===== src/assert_macros.svh =====
// Assertion helpers for the RTL, used by rhcn_core.
`ifndef ASSERT_MACROS_SVH
`define ASSERT_MACROS_SVH

// Checked on every rising edge, masked while reset is high.
`define ASSERT_CLK_RST(lbl, clk, rst, prop, msg) \
   lbl: assert property (@(posedge clk) disable iff (rst) prop) else $error(msg);

// Checked on every rising edge, also through reset.
`define ASSERT_CLK(lbl, clk, prop, msg) \
   lbl: assert property (@(posedge clk) prop) else $error(msg);

`endif


===== src/rhcn_pkg.sv =====
package rhcn_pkg;

   // Nonce length in words, default for the top level parameter
   localparam int NONCE_WORDS_DEF = 8;

   // Operation codes of a request
   localparam logic [1:0] OP_POLL  = 2'd0;
   localparam logic [1:0] OP_PRIME = 2'd1;
   localparam logic [1:0] OP_NONCE = 2'd2;

   // Status codes of a response
   localparam logic [2:0] ST_WAIT    = 3'd0;
   localparam logic [2:0] ST_WORD    = 3'd1;
   localparam logic [2:0] ST_DONE    = 3'd2;
   localparam logic [2:0] ST_PRIMED  = 3'd3;
   localparam logic [2:0] ST_FAILED  = 3'd4;
   localparam logic [2:0] ST_REFUSED = 3'd5;
   localparam logic [2:0] ST_IDLE    = 3'd6;

   // Phase codes
   localparam logic [1:0] PH_IDLE  = 2'd0;
   localparam logic [1:0] PH_PRIME = 2'd1;
   localparam logic [1:0] PH_NONCE = 2'd2;

   // Control register port
   localparam int CSR_INDEX_W = 4;
   localparam int CSR_DATA_W  = 14;
   localparam logic [CSR_INDEX_W-1:0] CSR_POLL_LIMIT    = 4'd0;
   localparam logic [CSR_INDEX_W-1:0] CSR_TIMEOUT_TICKS = 4'd1;

   localparam logic [13:0] POLL_LIMIT_RST    = 14'd10000;
   localparam logic [3:0]  TIMEOUT_TICKS_RST = 4'd2;

   typedef struct packed {
      logic [1:0]  operation;
      logic        source_ok;
      logic        error_flags;
      logic        data_ready;
      logic [31:0] random_word;
      logic        timer_tick;
   } req_type;

   typedef struct packed {
      logic [2:0]  status;
      logic [31:0] nonce_word;
      logic [2:0]  word_index;
      logic        last_word;
      logic        disable_source;
      logic        healthy;
   } rsp_type;

endpackage


===== src/rhcn_in_stage.sv =====
module rhcn_in_stage (
   input  logic             clock,
   input  logic             reset,
   input  logic             req_valid,
   output logic             req_stall,
   input  rhcn_pkg::req_type req_data,
   output logic             item_valid,
   output rhcn_pkg::req_type item_data,
   input  logic             item_take
);
   import rhcn_pkg::*;

   logic    valid_ff, valid_in;
   req_type data_ff;
   logic    accept;

   // Hold off the sender only while the stored transaction cannot move on
   assign req_stall = valid_ff && !item_take;
   assign accept    = req_valid && !req_stall;

   always_comb begin
      if (accept) begin
         valid_in = 1'b1;
      end else if (item_take) begin
         valid_in = 1'b0;
      end else begin
         valid_in = valid_ff;
      end
   end

   always_ff @(posedge clock) begin
      if (reset) begin
         valid_ff <= 1'b0;
      end else begin
         valid_ff <= valid_in;
      end
   end

   // payload, no reset needed
   always_ff @(posedge clock) begin
      if (accept) begin
         data_ff <= req_data;
      end
   end

   assign item_valid = valid_ff;
   assign item_data  = data_ff;

endmodule


===== src/rhcn_core.sv =====
`include "assert_macros.svh"

module rhcn_core #(
   parameter int NONCE_WORDS = rhcn_pkg::NONCE_WORDS_DEF
) (
   input  logic                                  clock,
   input  logic                                  reset,
   input  logic                                  item_valid,
   input  rhcn_pkg::req_type                     item_data,
   output logic                                  item_take,
   output logic                                  rsp_valid,
   input  logic                                  rsp_stall,
   output rhcn_pkg::rsp_type                     rsp_data,
   input  logic                                  csr_write,
   input  logic [rhcn_pkg::CSR_INDEX_W-1:0]      csr_index,
   input  logic [rhcn_pkg::CSR_DATA_W-1:0]       csr_wdata
);
   import rhcn_pkg::*;

   localparam int WW = (NONCE_WORDS > 1) ? $clog2(NONCE_WORDS) : 1;
   localparam logic [WW-1:0] LAST_IDX = WW'(NONCE_WORDS - 1);

   // control registers
   logic [13:0] poll_limit_ff;
   logic [3:0]  timeout_ticks_ff;

   // checker state
   logic          failed_ff, failed_in;
   logic          ready_ff, ready_in;
   logic [31:0]   ref_word_ff, ref_word_in;
   logic [1:0]    phase_ff, phase_in;
   logic [WW-1:0] words_ff, words_in;
   logic [13:0]   polls_ff, polls_in;
   logic [3:0]    ticks_ff, ticks_in;

   // output register
   logic    rsp_valid_ff, rsp_valid_in;
   rsp_type rsp_ff, rsp_in;

   logic [14:0]   polls_inc;
   logic [WW+2:0] idx_ext;

   assign polls_inc = {1'b0, polls_ff} + 15'd1;
   assign idx_ext   = {3'b000, words_ff};

   // Move one transaction whenever the output register is free or draining
   assign item_take = item_valid && (!rsp_valid_ff || !rsp_stall);

   always_comb begin
      if (item_take) begin
         rsp_valid_in = 1'b1;
      end else if (!rsp_stall) begin
         rsp_valid_in = 1'b0;
      end else begin
         rsp_valid_in = rsp_valid_ff;
      end
   end

   // Next state and response for one poll or command
   always_comb begin
      failed_in   = failed_ff;
      ready_in    = ready_ff;
      ref_word_in = ref_word_ff;
      phase_in    = phase_ff;
      words_in    = words_ff;
      polls_in    = polls_ff;
      ticks_in    = ticks_ff;
      rsp_in      = '0;
      rsp_in.status = ST_IDLE;

      case (item_data.operation)
         OP_PRIME: begin
            failed_in = 1'b1;
            ready_in  = 1'b0;
            polls_in  = '0;
            ticks_in  = '0;
            words_in  = '0;
            if (!item_data.source_ok) begin
               phase_in      = PH_IDLE;
               rsp_in.status = ST_FAILED;
            end else begin
               phase_in      = PH_PRIME;
               rsp_in.status = ST_WAIT;
            end
         end
         OP_NONCE: begin
            if (!ready_ff || failed_ff) begin
               rsp_in.status = ST_REFUSED;
            end else begin
               phase_in      = PH_NONCE;
               words_in      = '0;
               polls_in      = '0;
               ticks_in      = '0;
               rsp_in.status = ST_WAIT;
            end
         end
         OP_POLL: begin
            if (phase_ff == PH_IDLE) begin
               rsp_in.status = ST_IDLE;
            end else if (!item_data.source_ok || item_data.error_flags) begin
               failed_in = 1'b1;
               ready_in  = 1'b0;
               phase_in  = PH_IDLE;
               polls_in  = '0;
               ticks_in  = '0;
               rsp_in.status         = ST_FAILED;
               rsp_in.disable_source = 1'b1;
            end else if (item_data.data_ready) begin
               polls_in = '0;
               ticks_in = '0;
               if (phase_ff == PH_PRIME) begin
                  // first word only becomes the reference
                  ref_word_in   = item_data.random_word;
                  ready_in      = 1'b1;
                  failed_in     = 1'b0;
                  phase_in      = PH_IDLE;
                  rsp_in.status = ST_PRIMED;
               end else if (item_data.random_word == ref_word_ff) begin
                  // continuous test: repeated word
                  failed_in = 1'b1;
                  ready_in  = 1'b0;
                  phase_in  = PH_IDLE;
                  rsp_in.status         = ST_FAILED;
                  rsp_in.disable_source = 1'b1;
               end else begin
                  ref_word_in       = item_data.random_word;
                  rsp_in.nonce_word = item_data.random_word;
                  rsp_in.word_index = idx_ext[2:0];
                  if (words_ff == LAST_IDX) begin
                     phase_in         = PH_IDLE;
                     words_in         = '0;
                     rsp_in.status    = ST_DONE;
                     rsp_in.last_word = 1'b1;
                  end else begin
                     words_in      = words_ff + WW'(1);
                     rsp_in.status = ST_WORD;
                  end
               end
            end else if (item_data.timer_tick && (ticks_ff >= timeout_ticks_ff)) begin
               failed_in = 1'b1;
               ready_in  = 1'b0;
               phase_in  = PH_IDLE;
               polls_in  = '0;
               ticks_in  = '0;
               rsp_in.status         = ST_FAILED;
               rsp_in.disable_source = 1'b1;
            end else if (polls_inc >= {1'b0, poll_limit_ff}) begin
               failed_in = 1'b1;
               ready_in  = 1'b0;
               phase_in  = PH_IDLE;
               polls_in  = '0;
               ticks_in  = '0;
               rsp_in.status         = ST_FAILED;
               rsp_in.disable_source = 1'b1;
            end else begin
               if (item_data.timer_tick) begin
                  ticks_in = ticks_ff + 4'd1;
               end
               polls_in      = polls_inc[13:0];
               rsp_in.status = ST_WAIT;
            end
         end
         default: begin
            rsp_in.status = ST_IDLE;
         end
      endcase

      rsp_in.healthy = ready_in && !failed_in;
   end

   // state and control registers
   always_ff @(posedge clock) begin
      if (reset) begin
         poll_limit_ff    <= POLL_LIMIT_RST;
         timeout_ticks_ff <= TIMEOUT_TICKS_RST;
         failed_ff        <= 1'b1;
         ready_ff         <= 1'b0;
         ref_word_ff      <= '0;
         phase_ff         <= PH_IDLE;
         words_ff         <= '0;
         polls_ff         <= '0;
         ticks_ff         <= '0;
         rsp_valid_ff     <= 1'b0;
      end else begin
         rsp_valid_ff <= rsp_valid_in;
         if (csr_write && (csr_index == CSR_POLL_LIMIT)) begin
            poll_limit_ff <= csr_wdata[13:0];
         end
         if (csr_write && (csr_index == CSR_TIMEOUT_TICKS)) begin
            timeout_ticks_ff <= csr_wdata[3:0];
         end
         if (item_take) begin
            failed_ff   <= failed_in;
            ready_ff    <= ready_in;
            ref_word_ff <= ref_word_in;
            phase_ff    <= phase_in;
            words_ff    <= words_in;
            polls_ff    <= polls_in;
            ticks_ff    <= ticks_in;
         end
      end
   end

   // response payload
   always_ff @(posedge clock) begin
      if (item_take) begin
         rsp_ff <= rsp_in;
      end
   end

   assign rsp_valid = rsp_valid_ff;
   assign rsp_data  = rsp_ff;

   // checks
   `ASSERT_CLK_RST(a_word_only_on_accept, clock, reset, (rsp_valid_ff && rsp_ff.status != ST_WORD && rsp_ff.status != ST_DONE) |-> (rsp_ff.nonce_word == 32'd0), "nonce word leaked on a non-word response")
   `ASSERT_CLK_RST(a_last_with_done, clock, reset, rsp_valid_ff |-> (rsp_ff.last_word == (rsp_ff.status == ST_DONE)), "last word flag out of step with status")
   `ASSERT_CLK_RST(a_disable_on_fail, clock, reset, (rsp_valid_ff && rsp_ff.disable_source) |-> (rsp_ff.status == ST_FAILED && !rsp_ff.healthy), "disable request without failure")
   `ASSERT_CLK(a_empty_after_reset, clock, $past(reset) |-> !rsp_valid_ff, "response valid right after reset")

endmodule


===== src/rng_health_checked_nonce.sv =====
// Health-checked nonce builder on a hardware random source.
// Request channel (req_valid / req_stall / req_data): one transaction per poll
// of the source or per command (prime, request nonce). Response channel
// (rsp_valid / rsp_stall / rsp_data): exactly one transaction per request,
// in order, giving status, an accepted nonce word with its index, the last
// word flag, a source disable request and the health flag.
// Control port (csr_valid / csr_ready / csr_index / csr_wdata): index 0 sets
// the poll limit, index 1 the timeout tick count; always ready. The port must be
// written only while no request is in flight: the user is bound by this, the
// block itself does not enforce it. An accepted request is held in the input
// register, and its response is then registered in the response register.
// Throughput is one request per cycle while the receiver does not stall: the
// check and count logic sits between the input and response registers.
// Reset clears both stages, marks the block failed and unprimed, and loads
// the default limits (10000 polls, 2 ticks). When the receiver stalls, the
// response holds, the input register holds one more request, and then
// req_stall rises until the response is taken.
module rng_health_checked_nonce #(
   parameter int NONCE_WORDS = rhcn_pkg::NONCE_WORDS_DEF
) (
   input  logic                             clock,
   input  logic                             reset,
   input  logic                             req_valid,
   output logic                             req_stall,
   input  rhcn_pkg::req_type                req_data,
   output logic                             rsp_valid,
   input  logic                             rsp_stall,
   output rhcn_pkg::rsp_type                rsp_data,
   input  logic                             csr_valid,
   output logic                             csr_ready,
   input  logic [rhcn_pkg::CSR_INDEX_W-1:0] csr_index,
   input  logic [rhcn_pkg::CSR_DATA_W-1:0]  csr_wdata
);
   import rhcn_pkg::*;

   logic    item_valid;
   req_type item_data;
   logic    item_take;

   // control writes always accepted
   assign csr_ready = 1'b1;

   rhcn_in_stage u_in_stage (
      .clock      (clock),
      .reset      (reset),
      .req_valid  (req_valid),
      .req_stall  (req_stall),
      .req_data   (req_data),
      .item_valid (item_valid),
      .item_data  (item_data),
      .item_take  (item_take)
   );

   rhcn_core #(
      .NONCE_WORDS (NONCE_WORDS)
   ) u_core (
      .clock      (clock),
      .reset      (reset),
      .item_valid (item_valid),
      .item_data  (item_data),
      .item_take  (item_take),
      .rsp_valid  (rsp_valid),
      .rsp_stall  (rsp_stall),
      .rsp_data   (rsp_data),
      .csr_write  (csr_valid && csr_ready),
      .csr_index  (csr_index),
      .csr_wdata  (csr_wdata)
   );

endmodule


===== config.mk =====
export PLATFORM = sky130hd
export DESIGN_NAME = rng_health_checked_nonce
export DESIGN_NICKNAME = d
export VERILOG_FILES = /design/src/rhcn_pkg.sv /design/src/rhcn_in_stage.sv /design/src/rhcn_core.sv /design/src/rng_health_checked_nonce.sv
export VERILOG_INCLUDE_DIRS = /design/src /design/src/src
export SDC_FILE = /design/constraint.sdc
export NUM_CORES = 1
export LEC_CHECK = 0
export BUFFER_PORTS_ARGS = -buffer_cell sky130_fd_sc_hd__buf_2
export CAP_MARGIN = 0
export CORE_ASPECT_RATIO = 0.75
export CORE_UTILIZATION = 55
export CTS_CLUSTER_DIAMETER = 200
export DETAILED_ROUTE_END_ITERATION = 12
export HOLD_SLACK_MARGIN = 0.12
export PLACE_DENSITY = 0.78
export SYNTH_ARGS = -nofsm -noshare
export SYNTH_HDL_FRONTEND = slang
export SYNTH_HIERARCHICAL = 1
export SYNTH_SLANG_ARGS = --single-unit
export TNS_END_PERCENT = 1

===== constraint.sdc =====
create_clock -name clock -period 18.7 [get_ports clock]
set_clock_uncertainty 0.1 [all_clocks]
set_input_delay 5.61 -clock clock [delete_from_list [all_inputs] [get_ports clock]]
set_output_delay 5.61 -clock clock [all_outputs]
set_load 0.02 [all_outputs]

== Yosys cells after proc, flatten, opt, wreduce, memory -nomap -nowiden ==
Index checks and enable logic that the tools add are counted.

* Flip-flop bits (word level): 156
* Bits in latches: 0
* Memory bits (writable): 0
* Bits in read-only memories: 0
* Input port bits: 61
* Output and inout port bits: 44
* Word-level logic and storage cells: 152
* Memories kept: 0

* Add/subtract/negate cells: 3
* Multipliers: 0
* Divide/modulo/power cells: 0
* Magnitude comparators: 2
* Eq/ne operators: 17
* Shift-type cells: 0
* Mux-type cells: 74
* Bitwise logic cells: 4
* Reduce and logical (&&, ||, !) cells: 29

{| class="wikitable"
|+ Operators with widths
! operator !! count
|-
| 14-bit 2-to-1 mux || 6
|-
| 32-bit 2-to-1 mux || 2
|-
| 3-bit 2-to-1 mux || 16
|-
| 14-bit one-hot mux with 3 select lines || 1
|-
| 32-bit equality test || 1
|-
| 4-bit 2-to-1 mux || 7
|-
| 1-bit 2-to-1 mux || 26
|-
| 2-bit 2-to-1 mux || 10
|-
| 3-bit one-hot mux with 3 select lines || 2
|-
| 14-bit by 1-bit adder with 15-bit output, second input constant || 1
|-
| 15-bit by 14-bit greater-or-equal comparator with 1-bit output || 1
|-
| 2-bit inequality test, second input constant || 6
|-
| 4-bit one-hot mux with 3 select lines || 1
|-
| 6-bit AND reduction || 2
|-
| 8-bit AND reduction || 1
|-
| 1-bit logical AND || 7
|-
| 1-bit zero test || 7
|-
| 6-bit by 2-bit inequality test with 1-bit output, second input constant || 1
|-
| 6-bit by 3-bit inequality test with 1-bit output, second input constant || 1
|-
| 2-bit one-hot mux with 3 select lines || 1
|-
| 6-bit OR reduction || 1
|-
| 5-bit by 2-bit inequality test with 1-bit output, second input constant || 1
|-
| 5-bit AND reduction || 1
|-
| 4-bit by 1-bit adder with 4-bit output, second input constant || 1
|-
| 16 further kinds || 25
|}

== Longest topological paths before layout ==
* Depth after elaboration: 10
* Gate-level depth with buffers: 17
* Mapped depth without buffers: 15

== Cells and area by module ==
Netlist, hierarchy kept.

{| class="wikitable"
|+ Modules (own cells, without submodules)
! module !! instances !! cells an instance !! area an instance (µm²) !! seq. area each (µm²)
|-
| rhcn_core || 1 || 566 || 5691.7 || 2752.6
|-
| rhcn_in_stage || 1 || 42 || 1191.1 || 1161.1
|-
| rng_health_checked_nonce || 1 || 2 || 11.3 || 0.0
|}

== Worst setup path before layout ==
OpenSTA, ideal clock, no wires.

* Kind: in2out
* Start: in rsp_stall
* End: out req_stall
* Data arrival time: 8043 ps
* Data required time: 12990 ps
* Slack: 4947 ps
* Stages on the path: 2
* Path buffers: 0
* Cell sequence: a21boi_1 -> nor2b_4

* Longest elaborated chain between the ends: 5

{| class="wikitable"
|+ RTL lines
! item !! line !! source
|-
| from (decl) || rng_health_checked_nonce.sv:27 || <nowiki>input logic rsp_stall,</nowiki>
|-
| 1-bit zero test || rhcn_core.sv:47 || <nowiki>assign item_take = item_valid && (!rsp_valid_ff || !rsp_stall);</nowiki>
|-
| 1-bit logical OR || rhcn_core.sv:47 ||
|-
| 1-bit logical AND || rhcn_core.sv:47 ||
|-
| 1-bit zero test || rhcn_in_stage.sv:18 || <nowiki>assign req_stall = valid_ff && !item_take;</nowiki>
|-
| 1-bit logical AND || rhcn_in_stage.sv:18 ||
|-
| to (decl) || rng_health_checked_nonce.sv:24 || <nowiki>output logic req_stall,</nowiki>
|}

No other way between the ends.

== Final worst setup path ==
* Start: in rsp_stall
* End: out req_stall

* Longest elaborated chain between the ends: 5

{| class="wikitable"
|+ RTL lines
! item !! line !! source
|-
| 1-bit zero test || rhcn_core.sv:47 ||
|-
| 1-bit logical OR || rhcn_core.sv:47 ||
|-
| 1-bit logical AND || rhcn_core.sv:47 ||
|-
| via item_take || rng_health_checked_nonce.sv:38 || <nowiki>logic item_take;</nowiki>
|-
| 1-bit zero test || rhcn_in_stage.sv:18 ||
|-
| 1-bit logical AND || rhcn_in_stage.sv:18 ||
|}

The timed path passes the listed nets, and every way through them passes these cells.

==> results_dict.tcl <==
set metrics [dict create \
    status "finished clean" \
    cts_sinks 156 \
    post-route-util_pct 66.2 \
    yosysTopAreaCell "edfxtp_1" \
    antenna_found_initial 1 \
    leakage_nw 3.37 \
    intPower_mw 0.584 \
    drive_gt1_share_pct 21.3 \
    finalCriticalPeriod_ns 12.40 \
    worst_pin_slew_ns 1.20 \
    synth_fp_nets 693 \
    swShare_pct 22.5 \
    die_w_um 131 \
    synth_most_common_cell "edfxtp_1" \
    yosys_warnings 6 \
    route.detailed.drc 0 \
    wire_per_inst_um 16.4 \
    ys_types 62 \
    io-pin-count 105 \
    rrSetupSlack_ns 14.28 \
    hpwl_mm 9.85 \
    cpMostUsedCell "buf_2" \
    cts_setup_buffers 0 \
    clkTransAtPathRegs_ns 0.06 \
    dp.cells 856 \
    placed_area_sq_um 7540 \
    rows 35 \
    synth_flop_cell "edfxtp_1" \
    initial_utilization_pct 56.2 \
    post_synth.cell_area_avg_sq_um 11.3 \
    worstPathArrival_ns 6.69 \
    io_buffer_count 103 \
    power_density_nw_per_um2 92.9 \
    cts_buffers 17 \
    synthTopCellsByCount "edfxtp_1 (79), dfxtp_1 (77), nor2_1 (60)" \
    crit_end "req_stall" \
    ys_ff_latch 156 \
    power_frac_seq_pct 50.1 \
    crit_chain "buf_2, a21boi_4, buf_4, nor2b_4, buf_2" \
    fin_crit_sh_pct 66.3 \
    maxSlewHeadroom_pct 19.9 \
    design_area_sq_um 8120 \
    synth_top_area_share_pct 34.4 \
    synthesis.area_sq_um 6890 \
    gp_congestion 0.886 \
    grt_overflow 0 \
    total_power_mw 0.754 \
    crit_start "rsp_stall" \
    grt_max_degree 73 \
    drv_cap 0 \
    crit_type "in -> out" \
    finalMaxSlewViolations 0 \
    cp_slowest_cell "buf_4" \
    required_ns 12.99 \
    p_comb_share_pct 5.5 \
    coreArea_sq_um 12300 \
    cts_tree "built" \
    setup_viol 0 \
    root_buffer "clkbuf_16" \
    grt_setup_unrepaired "no" \
    die_y_um 99.0 \
    r2r-start "u_core/polls_ff[0]" \
    power_frac_clock_pct 44.4 \
    ys_top_cells_by_area "edfxtp_1 (34%), dfxtp_1 (22%), mux2i_1 (5.4%)" \
    die_area_sq_um 13000 \
    slowest_delay_ns 0.52 \
    postRouteWirelength_mm 14.6 \
    synth_edf_count 79 \
    fin_nets 792 \
    cp-end-kind "output port" \
    clkLatencyLatePin_ns 0.41 \
    yosysSeqAreaShare_pct 56.8 \
    track_usage_pct 23.4 \
    critPathMaxFanout 48 \
    holdBufCountCts 0 \
    finalHoldViolations 0 \
    syn_inst 610 \
    area_delta_synth_final_pct 17.8 \
    ir_drop_v 0.0000643 \
    viasPerCell 5.51 \
    dr.pass1.iters 5 \
    r2r-end "u_core/rsp_data[40]" \
    start_kind "input pin" \
    finalNonFillerCells 889 \
    hold_class "reg -> reg" \
    dr.first_iter.drc_count 403 \
    cts-htree-levels 4 \
    p_sw_mw 0.170 \
    synthArstFlopShare_pct 0 \
    fmax_mhz 80.6 \
    grt_first_pass_wirelength_mm 23.7 \
    r2r_cells 13 \
    ant_nets 0 \
    via_count 4898 \
    cts_resized 0 \
    setup-tns-final_ns 0 \
    clk_path_buf_depth 2 \
    grt_pass1_vias 4839 \
]
==> routing by layer <==
| metal | vias up | share of wire, % | global-route usage, % |
|---|---|---|---|
| met5 | - | 0 | 0 |
| met4 | 0 | 0.96 | 5.72 |
| met3 | 16 | 6.2 | 5.66 |
| met2 | 180 | 48 | 38.8 |
| met1 | 2334 | 45 | 31.0 |
| li1 | 2368 | - | - |
==> through the flow <==
step | hold WS, ns | setup WS (ns)
after global routing | 0.379 | 6.21
after floorplan | 0.335 | 4.95
after detailed placement | 0.354 | 6.29
after CTS | 0.363 | 6.29
after global placement | 0.347 | 6.32
final | 0.362 | 6.30
==> cells in the final DEF, fill, tap and decap left out, drive strengths merged, types with 4 or more instances in the layout <==
cell type / n
edfxtp: 79
inv: 31
a21oi: 24
buf: 107
nor4: 5
clkbuf: 20
o21ai: 19
nand2b: 11
nor3: 7
nor2: 60
a31oi: 13
a41oi: 4
a211o: 8
nand3: 14
nor2b: 5
ha: 22
nand4: 10
and2: 36
dfxtp: 77
xnor2: 40
nand2: 42
xor2: 5
and3: 6
mux2i: 37
==> area by class of cell <==
| cell class | instances | area [sq um] |
|---|---|---|
| fillers | 922 | 4140 |
| flip-flops and latches | 156 | 3910 |
| multi-input cells | 401 | 2780 |
| repair buffers | 107 | 546 |
| clock buffers | 20 | 437 |
| well taps | 166 | 208 |
| clock inverters | 12 | 136 |
| inverters | 26 | 97.6 |
| diodes | 1 | 2.50 |
==> registers in the layout (all words and copies together), names as in the netlist, 2 cells and up <==
register	flops
u_core/rsp_data	41
u_core/timeout_ticks_ff	4
u_in_stage/item_data	38
u_core/ref_word_ff	32
u_core/words_ff	3
u_core/ticks_ff	4
u_core/polls_ff	14
u_core/poll_limit_ff	14
u_core/phase_ff	2
==> power groups by stage <==
stage / logic (mW) / clock network [mW] / registers [mW]
after floorplan: 0.0195 / 0 / 0.389
after global placement: 0.0397 / 0 / 0.384
after detailed placement: 0.0407 / 0 / 0.385
after CTS: 0.0410 / 0.339 / 0.378
after global routing: 0.0444 / 0.353 / 0.379
final: 0.0411 / 0.335 / 0.378
==> worst min-delay path by stage <==
stage,from,endpoint,cells after the start
global placement,u_core/poll_limit_ff[2],u_core/poll_limit_ff[2],2
floorplan,u_core/timeout_ticks_ff[1],u_core/timeout_ticks_ff[1],1
detailed placement,u_core/poll_limit_ff[5],u_core/poll_limit_ff[5],2
finish,u_core/poll_limit_ff[5],u_core/poll_limit_ff[5],2
CTS,u_core/poll_limit_ff[5],u_core/poll_limit_ff[5],2
global route,u_core/poll_limit_ff[11],u_core/poll_limit_ff[11],2
==> kinds of logic (layout without fill, tap and decap cells) <==
logic type	after synthesis	in the layout	share of synthesized area, %
flops	156	156	56.8
compound gates	94	94	9.56
buf+inv	53	165	3.34
fa+ha+maj	22	22	3.99
mux	37	37	5.37
xor+xnor	45	45	5.72
simple gates	202	202	15.2
other cells	1	2	0.0544
==> worst max-delay path, delay by kind of cell <==
family                 cells  cell delay (ns)
AO/OA/AOI/OAI              1             0.13
AND/OR/NAND/NOR            1             0.11
buffers and inverters      3             0.84
Note: power is estimated with default switching activity, not from simulation.
